## src/rtl/core/sorted_interval_insert_table_unit_defines.svh

```systemverilog
// Assertion macros for the sorted interval insertion table.
// Included by the RTL files that carry concurrent assertions; no other dependencies.
// Both macros sample on clk_i; the first is switched off while rst_ni is low.
`ifndef SORTED_INTERVAL_INSERT_TABLE_UNIT_DEFINES_SVH
`define SORTED_INTERVAL_INSERT_TABLE_UNIT_DEFINES_SVH
`ifndef SYNTH
`define SIT_ASSERT(lbl, prop, msg) \
  lbl: assert property (@(posedge clk_i) disable iff (!rst_ni) prop) else $error(msg);
`define SIT_ASSERT_ALWAYS(lbl, prop, msg) \
  lbl: assert property (@(posedge clk_i) prop) else $error(msg);
`else
`define SIT_ASSERT(lbl, prop, msg)
`define SIT_ASSERT_ALWAYS(lbl, prop, msg)
`endif
`endif

```

## src/rtl/core/sit_pkg.sv

```systemverilog
// Shared types, codes and the record ordering function of the sorted interval table.
// No dependencies; imported by sit_cell, sit_or_tree and the top level.
package sit_pkg;

  localparam logic FUNC_INSERT = 1'b0;
  localparam logic FUNC_READ   = 1'b1;

  localparam logic [1:0] STATUS_OK    = 2'd0;
  localparam logic [1:0] STATUS_FULL  = 2'd1;
  localparam logic [1:0] STATUS_RANGE = 2'd2;

  localparam int KEY_W   = 64;
  localparam int POS_W   = 6;
  localparam int COUNT_W = 7;
  localparam int IN_TAG_W = 16;
  localparam int GROUP_SIZE = 8;

  // Status of one cell as seen by its upper neighbor.
  typedef struct packed {
    logic occ;       // cell holds a record
    logic precedes;  // new record orders strictly before the held one
  } link_t;

  typedef struct packed {
    logic ins_en;  // insert step in this cycle
  } cell_ctrl_t;

  // True when record (s, e) orders strictly before record (os, oe).
  function automatic logic orders_before(logic signed [KEY_W-1:0] s,
                                         logic signed [KEY_W-1:0] e,
                                         logic signed [KEY_W-1:0] os,
                                         logic signed [KEY_W-1:0] oe);
    return (s < os) || ((s == os) && (e < oe));
  endfunction

endpackage

```

## src/rtl/core/sit_cell.sv

```systemverilog
// One slot of the sorted table: holds a record, compares it against the new
// record and either keeps it, takes its lower neighbor's record or loads the new one. Uses sit_pkg.
module sit_cell #(
  parameter int TagW = 16
) (
  input  logic                            clk_i,
  input  sit_pkg::cell_ctrl_t             ctrl_i,
  input  logic                            occ_i,
  input  logic signed [63:0]              new_start_i,
  input  logic signed [63:0]              new_end_i,
  input  logic [TagW-1:0]                 new_tag_i,
  input  sit_pkg::link_t                  prev_link_i,
  input  logic signed [63:0]              prev_start_i,
  input  logic signed [63:0]              prev_end_i,
  input  logic [TagW-1:0]                 prev_tag_i,
  output sit_pkg::link_t                  link_o,
  output logic                            load_o,
  output logic signed [63:0]              start_o,
  output logic signed [63:0]              end_o,
  output logic [TagW-1:0]                 tag_o
);
  import sit_pkg::*;

  logic signed [KEY_W-1:0] start_q;
  logic signed [KEY_W-1:0] rec_end_q;
  logic [TagW-1:0]         tag_q;
  logic                    precedes;
  logic                    shift;
  logic                    load;

  assign precedes = occ_i && orders_before(new_start_i, new_end_i, start_q, rec_end_q);
  // Every occupied slot above the insertion point, and the first free slot, takes its neighbor's record.
  assign shift  = ctrl_i.ins_en && prev_link_i.precedes;
  // The insertion point is the first slot the new record precedes, or the
  // first free slot when it precedes none.
  assign load   = ctrl_i.ins_en && !prev_link_i.precedes &&
                  (precedes || (!occ_i && prev_link_i.occ));

  always_ff @(posedge clk_i) begin
    if (shift) begin
      start_q   <= prev_start_i;
      rec_end_q <= prev_end_i;
      tag_q     <= prev_tag_i;
    end else if (load) begin
      start_q   <= new_start_i;
      rec_end_q <= new_end_i;
      tag_q     <= new_tag_i;
    end
  end

  assign link_o  = '{occ: occ_i, precedes: precedes};
  assign load_o  = load;
  assign start_o = start_q;
  assign end_o   = rec_end_q;
  assign tag_o   = tag_q;

endmodule

```

## config.mk

```make
export PLATFORM = sky130hd
export DESIGN_NAME = sit_cell
export DESIGN_NICKNAME = d
export VERILOG_FILES = /design/src/rtl/core/sorted_interval_insert_table_unit_defines.svh /design/src/rtl/core/sit_pkg.sv /design/src/rtl/core/sit_cell.sv
export SDC_FILE = /design/constraint.sdc
export NUM_CORES = 1
export LEC_CHECK = 0
export BUFFER_PORTS_ARGS = -buffer_cell sky130_fd_sc_hd__buf_2
export CAP_MARGIN = 5
export CORE_AREA = 2 2 170 172
export DETAILED_ROUTE_END_ITERATION = 8
export DIE_AREA = 0 0 172 174
export SKIP_LAST_GASP = 1
export SYNTH_ARGS = -nofsm -noshare
export SYNTH_HDL_FRONTEND = slang
export SYNTH_SLANG_ARGS = --single-unit
```

## constraint.sdc

```tcl
create_clock -name clk_i -period 9 [get_ports clk_i]
set_input_delay 0.9 -clock clk_i [delete_from_list [all_inputs] [get_ports clk_i]]
set_output_delay 0.9 -clock clk_i [all_outputs]
set_load 0.01 [all_outputs]
```

## After elaboration in Yosys (flattened, before gate mapping)

Cells that the tools add are included.

- Multiplexer cells: 6
- Reductions and logical operators: 11
- Equality and inequality tests: 1
- Order comparisons: 2

Operator list:

| cell | number |
|---|---|
| $mux 64 | 4 |
| $lt 64x64->1 | 2 |
| $eq 64x64->1 | 1 |
| $mux 16 | 2 |
| $logic_and 1x1->1 | 6 |
| $logic_not 1->1 | 2 |
| $logic_or 1x1->1 | 2 |
| $reduce_bool 2->1 | 1 |

- Register bits after elaboration: 144
- Word-level logic and storage cells: 23
- Output and inout port bits: 147

## Depth between registers and ports, before layout

Gate-level depths: netlist (run 1).

- Word-level depth: 8
- Mapped depth: 11
- Depth with buffers taken out: 10

## Worst setup path before layout (run 1)

No wires, ideal clock.

- Kind: input-to-reg
- Start point: in new_end_i[30]
- End point: reg rec_end_q[0], in the netlist end_o[0], enable pin
- Library setup time: 0.558 ns
- Cell stages on the path: 9
- Data required time: 8.442 ns
- Buffers on the path: 0
- Path slack: 1.391 ns
- Arrival time: 7.051 ns
- Cells stage by stage: ha_1 -> a21oi_2 -> nand2_1 -> a221o_1 -> a2111o_1 -> a2111oi_2 -> a21oi_1 -> mux2_4 -> a41oi_2

- Longest elaborated chain between the ends: 7

RTL lines:

| item | RTL line | source |
|---|---|---|
| start, declared | sit_cell.sv:10 | `input logic signed [63:0] new_end_i,` |
| $lt 64x64->1 | sit_pkg.sv:33 | `return (s < os) \|\| ((s == os) && (e < oe));` |
| $logic_and 1x1->1 | sit_pkg.sv:33 |  |
| $logic_or 1x1->1 | sit_pkg.sv:33 |  |
| $logic_and 1x1->1 | sit_cell.sv:31 | `assign precedes = occ_i && orders_before(new_start_i, new_end_i, start_q, rec_end_q);` |
| $logic_or 1x1->1 | sit_cell.sv:37 | `(precedes \|\| (!occ_i && prev_link_i.occ));` |
| $logic_and 1x1->1 | sit_cell.sv:36 | `assign load = ctrl_i.ins_en && !prev_link_i.precedes &&` |
| $reduce_bool 2->1 (no line) | n/a |  |
| end signal, assigned | sit_cell.sv:42 | `rec_end_q <= prev_end_i;` |
| end signal, assigned | sit_cell.sv:46 | `rec_end_q <= new_end_i;` |
| end, declared | sit_cell.sv:25 | `logic signed [KEY_W-1:0] rec_end_q;` |

No other way between the ends.
A chain may end at the register's enable or synchronous reset.

==> results of run 1 <==
-- metal layers --
| layer | GRT usage | vias to the layer above | part of all wire |
|---|---|---|---|
| met5 | 0 | - | 0 |
| met1 | 0.216 | 3531 | 0.41 |
| met3 | 0.0487 | 33 | 0.065 |
| met2 | 0.311 | 256 | 0.50 |
| li1 | - | 3743 | - |
| met4 | 0.0553 | 0 | 0.021 |
-- area by class of cell --
type / instances / area (sq um)
Inverter: 132 / 495
Antenna cell: 5 / 12.5
Fill cell: 2774 / 15700
Timing Repair Buffer: 443 / 2230
Tap cell: 384 / 480
Clock buffer: 18 / 429
Sequential cell: 144 / 4320
Clock inverter: 14 / 191
Multi-Input combinational cell: 488 / 4410
-- synth_stat cells, types with 4 or more instances --
| library cell | count |
|---|---|
| a211oi_1 | 5 |
| a21oi_1 | 52 |
| clkbuf_1 | 14 |
| edfxtp_1 | 144 |
| ha_1 | 127 |
| inv_1 | 132 |
| mux2_2 | 144 |
| nand2_1 | 41 |
| nand3_1 | 12 |
| nand4_1 | 20 |
| nor2_1 | 18 |
| nor3_1 | 4 |
| nor4_1 | 4 |
| o21ai_0 | 23 |
-- power groups by stage --
stage	registers [mW]	logic (mW)	clock network [mW]
2_1_floorplan	0.883	0.203	0
3_3_place_gp	0.848	0.415	0
3_5_place_dp	0.849	0.420	0
4_1_cts	0.835	0.423	0.780
5_1_grt	0.841	0.469	0.806
6_report	0.835	0.416	0.760
-- kinds of logic (layout without fill, tap and decap cells) --
kind of cell,Yosys count,count (layout)
adders and majority gates,127,127
AOI/OAI and AO/OA,105,105
buffers and inverters,149,607
other,0,5
and+or+nand+nor,111,111
DFF,144,144
muxes,145,145
-- flip-flops by register name (all words and copies together) (netlist names) --
register and flops:
tag_o 16, start_o 64, end_o 64
-- critical path, delay by kind of cell --
family / cells / cell delay, ns
buffers and inverters: 2 / 0.30
AO/OA/AOI/OAI: 7 / 1.77
multiplexers: 1 / 0.35
adder cells (fa/ha/maj): 1 / 0.30
-- stage by stage --
step	hold WS, ns	cells	power [mW]	util
detailed placement	1.20	1591	1.27	0.423
floorplan	1.12	781	1.09	-
CTS	0.750	1623	2.04	0.445
global placement	1.20	1591	1.26	0.423
finish	0.773	1628	2.01	0.445
global route	0.750	1626	2.12	0.445
-- worst paths after layout --
path,startpoint,depth (start not counted),to
setup reg to reg,end_o[25]$_DFFE_PP_,11,end_o[3]$_DFFE_PP_
hold reg to reg,end_o[63]$_DFFE_PP_,6,start_o[46]$_DFFE_PP_
setup / recovery,new_end_i[25],11,link_o[0]
hold / removal,prev_end_i[35],2,end_o[35]$_DFFE_PP_
==> impl_metrics.prom, run 1 <==
# TYPE chip_impl_metric gauge
chip_impl_info{name="ys.flop_type",value="edfxtp_1"} 1
chip_impl_info{name="layout_common_cells",value="buf_2, mux2_2, edfxtp_1"} 1
chip_impl_metric{name="route.antenna.remaining_nets",unit=""} 0
chip_impl_metric{name="ctsLongestPathBuffers",unit=""} 2
chip_impl_metric{name="asyncSetResetFlopFracSynth",unit=""} 0
chip_impl_metric{name="clock_sinks",unit=""} 144
chip_impl_metric{name="sw_frac_of_total",unit=""} 0.269
chip_impl_metric{name="coreArea",unit="sq um"} 28200
chip_impl_metric{name="fin_skew",unit="ns"} 0.00908
chip_impl_metric{name="timing.reg2reg.setup_slack",unit="ns"} 4.92
chip_impl_metric{name="seqPwrFrac",unit=""} 0.415
chip_impl_info{name="mostFrequentLayoutCell",value="buf_2"} 1
chip_impl_metric{name="post_cts.resized_instances",unit=""} 0
chip_impl_metric{name="hpwl",unit="mm"} 22.4
chip_impl_metric{name="report.final.slew_viol_count",unit=""} 0
chip_impl_metric{name="postCtsSetupRepairBufs",unit=""} 0
chip_impl_metric{name="arrival",unit="ns"} 3.62
chip_impl_metric{name="synth.cell_area",unit="sq um"} 9290
chip_impl_metric{name="synth_compound_area_frac",unit=""} 0.0683
chip_impl_metric{name="wire_length_of_the_first_global_routing_pass",unit="mm"} 40.9
chip_impl_metric{name="p_switching",unit="uW"} 540
chip_impl_metric{name="fmax",unit="GHz"} 0.221
chip_impl_info{name="synth_top_cell_by_area",value="edfxtp_1"} 1
chip_impl_metric{name="worstPathMaxFanout",unit=""} 3
chip_impl_metric{name="share_of_cell_area_taken_by_muxes_after_synthesis",unit=""} 0.176
chip_impl_metric{name="share_of_layout_cells_above_drive_strength_1",unit=""} 0.504
chip_impl_metric{name="finish.net_count",unit=""} 1646
chip_impl_info{name="critPathLaunchType",value="primary input"} 1
chip_impl_metric{name="number_of_global_route_vias_before_repair",unit=""} 7686
chip_impl_metric{name="synthesis.area_per_instance",unit="sq um"} 11.9
chip_impl_metric{name="grt_overflow",unit=""} 0
chip_impl_metric{name="drt_iter0_markers",unit=""} 379
chip_impl_metric{name="period_needed",unit="ns"} 4.52
chip_impl_metric{name="power_density",unit="nW/um^2"} 160
chip_impl_metric{name="drt-wirelength-per-cell",unit="microns"} 16.7
chip_impl_metric{name="synth-simple-area-share",unit=""} 0.0575
chip_impl_metric{name="timing.max_slew.rel_slack",unit=""} 0.296
chip_impl_metric{name="firstDrtPassIters",unit=""} 4
chip_impl_info{name="critPathKind",value="primary input to primary output"} 1
chip_impl_info{name="path_cells",value="buf_2 > ha_1 > a21oi_1 > o21ai_1 > a221o_1 > a2111o_1 > a2111oi_2 > a21oi_1 > mux2_4 > a21boi_1 > buf_2"} 1
chip_impl_info{name="setup.worst_path.end_class",value="primary output"} 1
chip_impl_info{name="tritoncts",value="built"} 1
chip_impl_metric{name="global_route.usage.total",unit=""} 0.180
chip_impl_metric{name="gpl_wtd_cong",unit=""} 0.843
chip_impl_info{name="combinational_family_with_the_most_area_after_synthesis",value="multiplexers"} 1
chip_impl_metric{name="finalSetupViolCount",unit=""} 0
chip_impl_metric{name="ctsHtreeMaxLevel",unit=""} 4
chip_impl_metric{name="postSynthRegisterBits",unit=""} 144
chip_impl_info{name="synth_area_leaders",value="edfxtp_1, mux2_2, ha_1, inv_1, a21oi_1"} 1
chip_impl_metric{name="post_drt_via_cell_ratio",unit=""} 4.65
chip_impl_info{name="outcome",value="finished, final reports clean"} 1
chip_impl_metric{name="finalHoldViolCount",unit=""} 0
chip_impl_metric{name="grt_max_degree",unit=""} 78
chip_impl_info{name="ctsRootBufferMaster",value="clkbuf_16"} 1
chip_impl_metric{name="cts_made_buffers",unit=""} 17
chip_impl_metric{name="num_io_pins",unit=""} 440
chip_impl_metric{name="worst_setup_slack_after_layout",unit="ns"} 4.48
chip_impl_metric{name="area_growth_syn_to_layout",unit="%"} 35.4
chip_impl_metric{name="place_ws",unit="ns"} 4.23
chip_impl_metric{name="required",unit="ns"} 8.10
chip_impl_metric{name="clock_network_latency_to_the_later_pin_of_the_worst_skew_pair",unit="ns"} 0.43
chip_impl_metric{name="place.port_buffers",unit=""} 439
chip_impl_metric{name="worst_setup_hold_path_clk_slew",unit="ns"} 0.07
chip_impl_metric{name="dpl-instance-area",unit="sq um"} 11900
chip_impl_metric{name="synth_enable_flop_cells",unit=""} 144
chip_impl_metric{name="p_leak",unit="nW"} 6.06
chip_impl_metric{name="synthesis.yosys.warnings",unit=""} 0
chip_impl_metric{name="synth-adder-area-share",unit=""} 0.171
chip_impl_metric{name="antenna_found_initial",unit=""} 4
chip_impl_info{name="slowest_stage",value="a2111o_1"} 1
chip_impl_info{name="hold_path.class",value="primary input to flop"} 1
chip_impl_metric{name="post_cts_hold_buffer_count",unit=""} 0
chip_impl_metric{name="p_int",unit="mW"} 1.47
chip_impl_metric{name="post-synth-top-area-fraction",unit=""} 0.466
chip_impl_metric{name="wirelength",unit="mm"} 27.2
chip_impl_metric{name="die_x",unit="microns"} 172
chip_impl_metric{name="netlist-cell-type-count",unit=""} 45
chip_impl_metric{name="drc",unit=""} 0
chip_impl_metric{name="post_synth_xor_area_fraction",unit=""} 0
chip_impl_metric{name="power.share.combinational",unit=""} 0.207
chip_impl_metric{name="floorplan.rows",unit=""} 62
chip_impl_metric{name="critical_path.max_stage_delay",unit="ns"} 0.42
chip_impl_metric{name="final.setup.tns",unit="ns"} 0
chip_impl_metric{name="vias",unit=""} 7563
chip_impl_metric{name="die-area",unit="sq um"} 29900
chip_impl_metric{name="synthesis.nets",unit=""} 1201
chip_impl_metric{name="ir_drop_worst_case_vdd",unit="mV"} 0.109
chip_impl_metric{name="die_height",unit="microns"} 174
chip_impl_metric{name="share_clk_of_total_power",unit=""} 0.378
chip_impl_metric{name="floorplan.initialDensity",unit=""} 0.329
chip_impl_metric{name="post-route-cell-area",unit="sq um"} 12600
chip_impl_metric{name="syn_inst",unit=""} 781
chip_impl_metric{name="final_min_period_over_clock_period",unit=""} 0.502
chip_impl_info{name="rsz_0062_raised_after_global_routing",value="no"} 1
chip_impl_metric{name="drv.max_cap_violation_count",unit=""} 0
chip_impl_metric{name="synth_seq_area_share",unit=""} 0.466
chip_impl_metric{name="max_slew.worst_pin.slew",unit="ns"} 1.06
Note: power is estimated with default switching activity, not from simulation.
==> inputs of run 2 (changes only) <==
- CORE_AREA: 2 2 170 172 -> 2 2 169 171
- DIE_AREA: 0 0 172 174 -> 0 0 171 173
- clock period: 9 -> 3.7 ns (I/O delays scaled with it)
==> run 2 against run 1 <==
  * Via count grew 0.93%
  * Critical path depth unchanged
  * Flip-flop and latch count is the same
  * Combinational power grew to 2.6 times the previous value
  * Cell count rose by 0.37%
  * Global-route usage rose by 0.65 points
  * Largest cell class unchanged
  * Clock power grew to 2.6 times the previous value
  * Sequential share of layout area fell by 0.81 points
  * Sequential power up 140%
  * Non-clock buffer count rose by 14
  * Power rose to 2.5 times the previous value
==> impl_metrics.prom, run 2 (synthesis results as in run 1) <==
# TYPE chip_impl_metric gauge
chip_impl_metric{name="drt_iter0_markers",unit=""} 259
chip_impl_metric{name="wirelength",unit="mm"} 28.2
chip_impl_metric{name="vias",unit=""} 7633
chip_impl_metric{name="drc",unit=""} 0
chip_impl_metric{name="die_height",unit="microns"} 173
chip_impl_metric{name="coreArea",unit="sq um"} 27600
chip_impl_metric{name="firstDrtPassIters",unit=""} 4
chip_impl_metric{name="fmax",unit="GHz"} 0.278
chip_impl_info{name="setup.worst_path.end_class",value="primary output"} 1
chip_impl_metric{name="period_needed",unit="ns"} 3.59
chip_impl_metric{name="required",unit="ns"} 3.33
chip_impl_metric{name="floorplan.initialDensity",unit=""} 0.336
chip_impl_metric{name="worst_hold_slack",unit="ns"} 0.248
chip_impl_metric{name="route.antenna.remaining_nets",unit=""} 0
chip_impl_metric{name="p_leak",unit="nW"} 6.21
chip_impl_metric{name="die-area",unit="sq um"} 29600
chip_impl_metric{name="max_slew.worst_pin.slew",unit="ns"} 0.804
chip_impl_metric{name="arrival",unit="ns"} 3.22
chip_impl_info{name="rsz_0062_raised_after_global_routing",value="yes"} 1
chip_impl_info{name="critPathLaunchType",value="flop"} 1
chip_impl_metric{name="share_of_layout_cells_above_drive_strength_1",unit=""} 0.513
chip_impl_info{name="outcome",value="finished, final reports clean"} 1
chip_impl_metric{name="post_cts_hold_buffer_count",unit=""} 0
chip_impl_metric{name="number_of_global_route_vias_before_repair",unit=""} 7715
chip_impl_metric{name="floorplan.rows",unit=""} 61
chip_impl_metric{name="post_drt_via_cell_ratio",unit=""} 4.67
chip_impl_metric{name="worstPathMaxFanout",unit=""} 3
chip_impl_metric{name="wire_length_of_the_first_global_routing_pass",unit="mm"} 42.1
chip_impl_metric{name="die_x",unit="microns"} 171
chip_impl_metric{name="area_growth_syn_to_layout",unit="%"} 38.7
chip_impl_metric{name="worst_setup_hold_path_clk_slew",unit="ns"} 0.07
chip_impl_metric{name="ctsLongestPathBuffers",unit=""} 2
chip_impl_metric{name="finish.net_count",unit=""} 1660
chip_impl_metric{name="gpl_wtd_cong",unit=""} 0.895
chip_impl_metric{name="cts_made_buffers",unit=""} 17
chip_impl_metric{name="drv.max_cap_violation_count",unit=""} 0
chip_impl_metric{name="antenna_found_initial",unit=""} 4
chip_impl_info{name="critPathKind",value="flop to primary output"} 1
chip_impl_metric{name="total_power",unit="mW"} 5.10
chip_impl_info{name="mostFrequentLayoutCell",value="buf_2"} 1
chip_impl_info{name="layout_common_cells",value="buf_2, mux2_2, edfxtp_1"} 1
chip_impl_metric{name="ctsHtreeMaxLevel",unit=""} 4
chip_impl_metric{name="drt-wirelength-per-cell",unit="microns"} 17.2
chip_impl_metric{name="power_density",unit="nW/um^2"} 396
chip_impl_metric{name="clock_network_latency_to_the_later_pin_of_the_worst_skew_pair",unit="ns"} 0.42
chip_impl_metric{name="report.final.slew_viol_count",unit=""} 0
chip_impl_metric{name="critical_path.max_stage_delay",unit="ns"} 0.43
chip_impl_metric{name="buf_inv_stages_crit_path",unit=""} 2
chip_impl_metric{name="post-route-cell-area",unit="sq um"} 12900
chip_impl_info{name="hold_path.class",value="primary input to flop"} 1
chip_impl_metric{name="clock_sinks",unit=""} 144
chip_impl_metric{name="final_min_period_over_clock_period",unit=""} 0.970
chip_impl_metric{name="num_io_pins",unit=""} 440
chip_impl_metric{name="finalHoldViolCount",unit=""} 0
chip_impl_metric{name="grt_max_degree",unit=""} 61
chip_impl_metric{name="place.port_buffers",unit=""} 439
chip_impl_metric{name="global_route.usage.total",unit=""} 0.186
chip_impl_metric{name="hpwl",unit="mm"} 23.5
chip_impl_metric{name="timing.max_slew.rel_slack",unit=""} 0.464
chip_impl_info{name="slowest_stage",value="a2111o_1"} 1
chip_impl_info{name="path_cells",value="inv_1 > ha_1 > a21oi_1 > o21ai_1 > a221o_1 > a2111o_1 > a2111oi_4 > a21oi_2 > mux2_4 > a21boi_2 > buf_2"} 1
chip_impl_info{name="ctsRootBufferMaster",value="clkbuf_16"} 1
chip_impl_metric{name="grt_overflow",unit=""} 0
chip_impl_metric{name="finish.utilization",unit=""} 0.466
chip_impl_info{name="tritoncts",value="built"} 1
chip_impl_metric{name="ir_drop_worst_case_vdd",unit="mV"} 0.254
chip_impl_metric{name="finalSetupViolCount",unit=""} 0
chip_impl_metric{name="dpl-instance-area",unit="sq um"} 12200
chip_impl_info{name="crit_family",value="compound AO/OA/AOI/OAI gates"} 1
chip_impl_metric{name="fin_skew",unit="ns"} 0.0120
[run 2: changes by cell type in the layout (fill, tap and decap cells not counted), moves of 2 or more]
cell	delta
buf_12	+10
inv_6	+3
clkinv_2	-2
clkinv_4	-3
buf_4	+4
bufinv_16	+2
[run 2: final timing paths]
check                              from                    end  slack, ns  cells after the start
setup / recovery    end_o[25]$_DFFE_PP_              link_o[0]       0.11                     11
hold / removal           prev_end_i[62]    end_o[62]$_DFFE_PP_       0.25                      2
setup reg to reg    end_o[25]$_DFFE_PP_    end_o[57]$_DFFE_PP_       0.16                     13
hold reg to reg   start_o[63]$_DFFE_PP_  start_o[18]$_DFFE_PP_       1.46                      6
[run 2: through the flow]
step / cells / worst slack (ns) / setup TNS (ns)
finish: 1634 / 0.109 / 0
global route: 1634 / -0.0816 / -0.302
CTS: 1629 / 0.000393 / 0
detailed placement: 1598 / 0.0984 / 0
global placement: 1598 / 0.109 / 0
floorplan: 781 / -1.65 / -237.88
[run 2: worst reg2reg max path, stage by stage, from the launching register on]
cell	delay, ns
edfxtp_1	0.40
inv_1	0.07
ha_1	0.23
a21oi_1	0.13
o21ai_1	0.08
a221o_1	0.33
a2111o_1	0.43
a2111oi_4	0.33
a21oi_2	0.12
mux2_4	0.34
buf_4	0.14
a41oi_4	0.23
buf_12	0.21
buf_12	0.19
[run 2: repair_timing]
action / in CTS / in global routing
resized for setup: 3 / 2
setup endpoints to repair: 1 / 2
setup buffers: 0 / 1
[run 2: report_power, final]
part	switching (mW)	total (mW)	leakage, nW	internal, mW
clock	0.720	1.99	0.315	1.27
combinational	0.558	1.08	4.51	0.519
sequential	0.0661	2.04	1.38	1.97
[run 2: layer usage]
layer  track usage  share of wire  up-vias
li1              -              -     3776
met1         0.221           0.41     3559
met2         0.331           0.51      263
met3        0.0385          0.058       35
met4        0.0657          0.022        0
met5             0              0        -
[run 2: cell type report]
class	instances	area [sq um]
inverter	132	495
tap	378	473
sequential	144	4320
multi-input combinational	488	4450
clock inverter	13	234
clock buffer	18	429
fill	2654	14800
timing repair buffer	457	2460
antenna	4	10.0
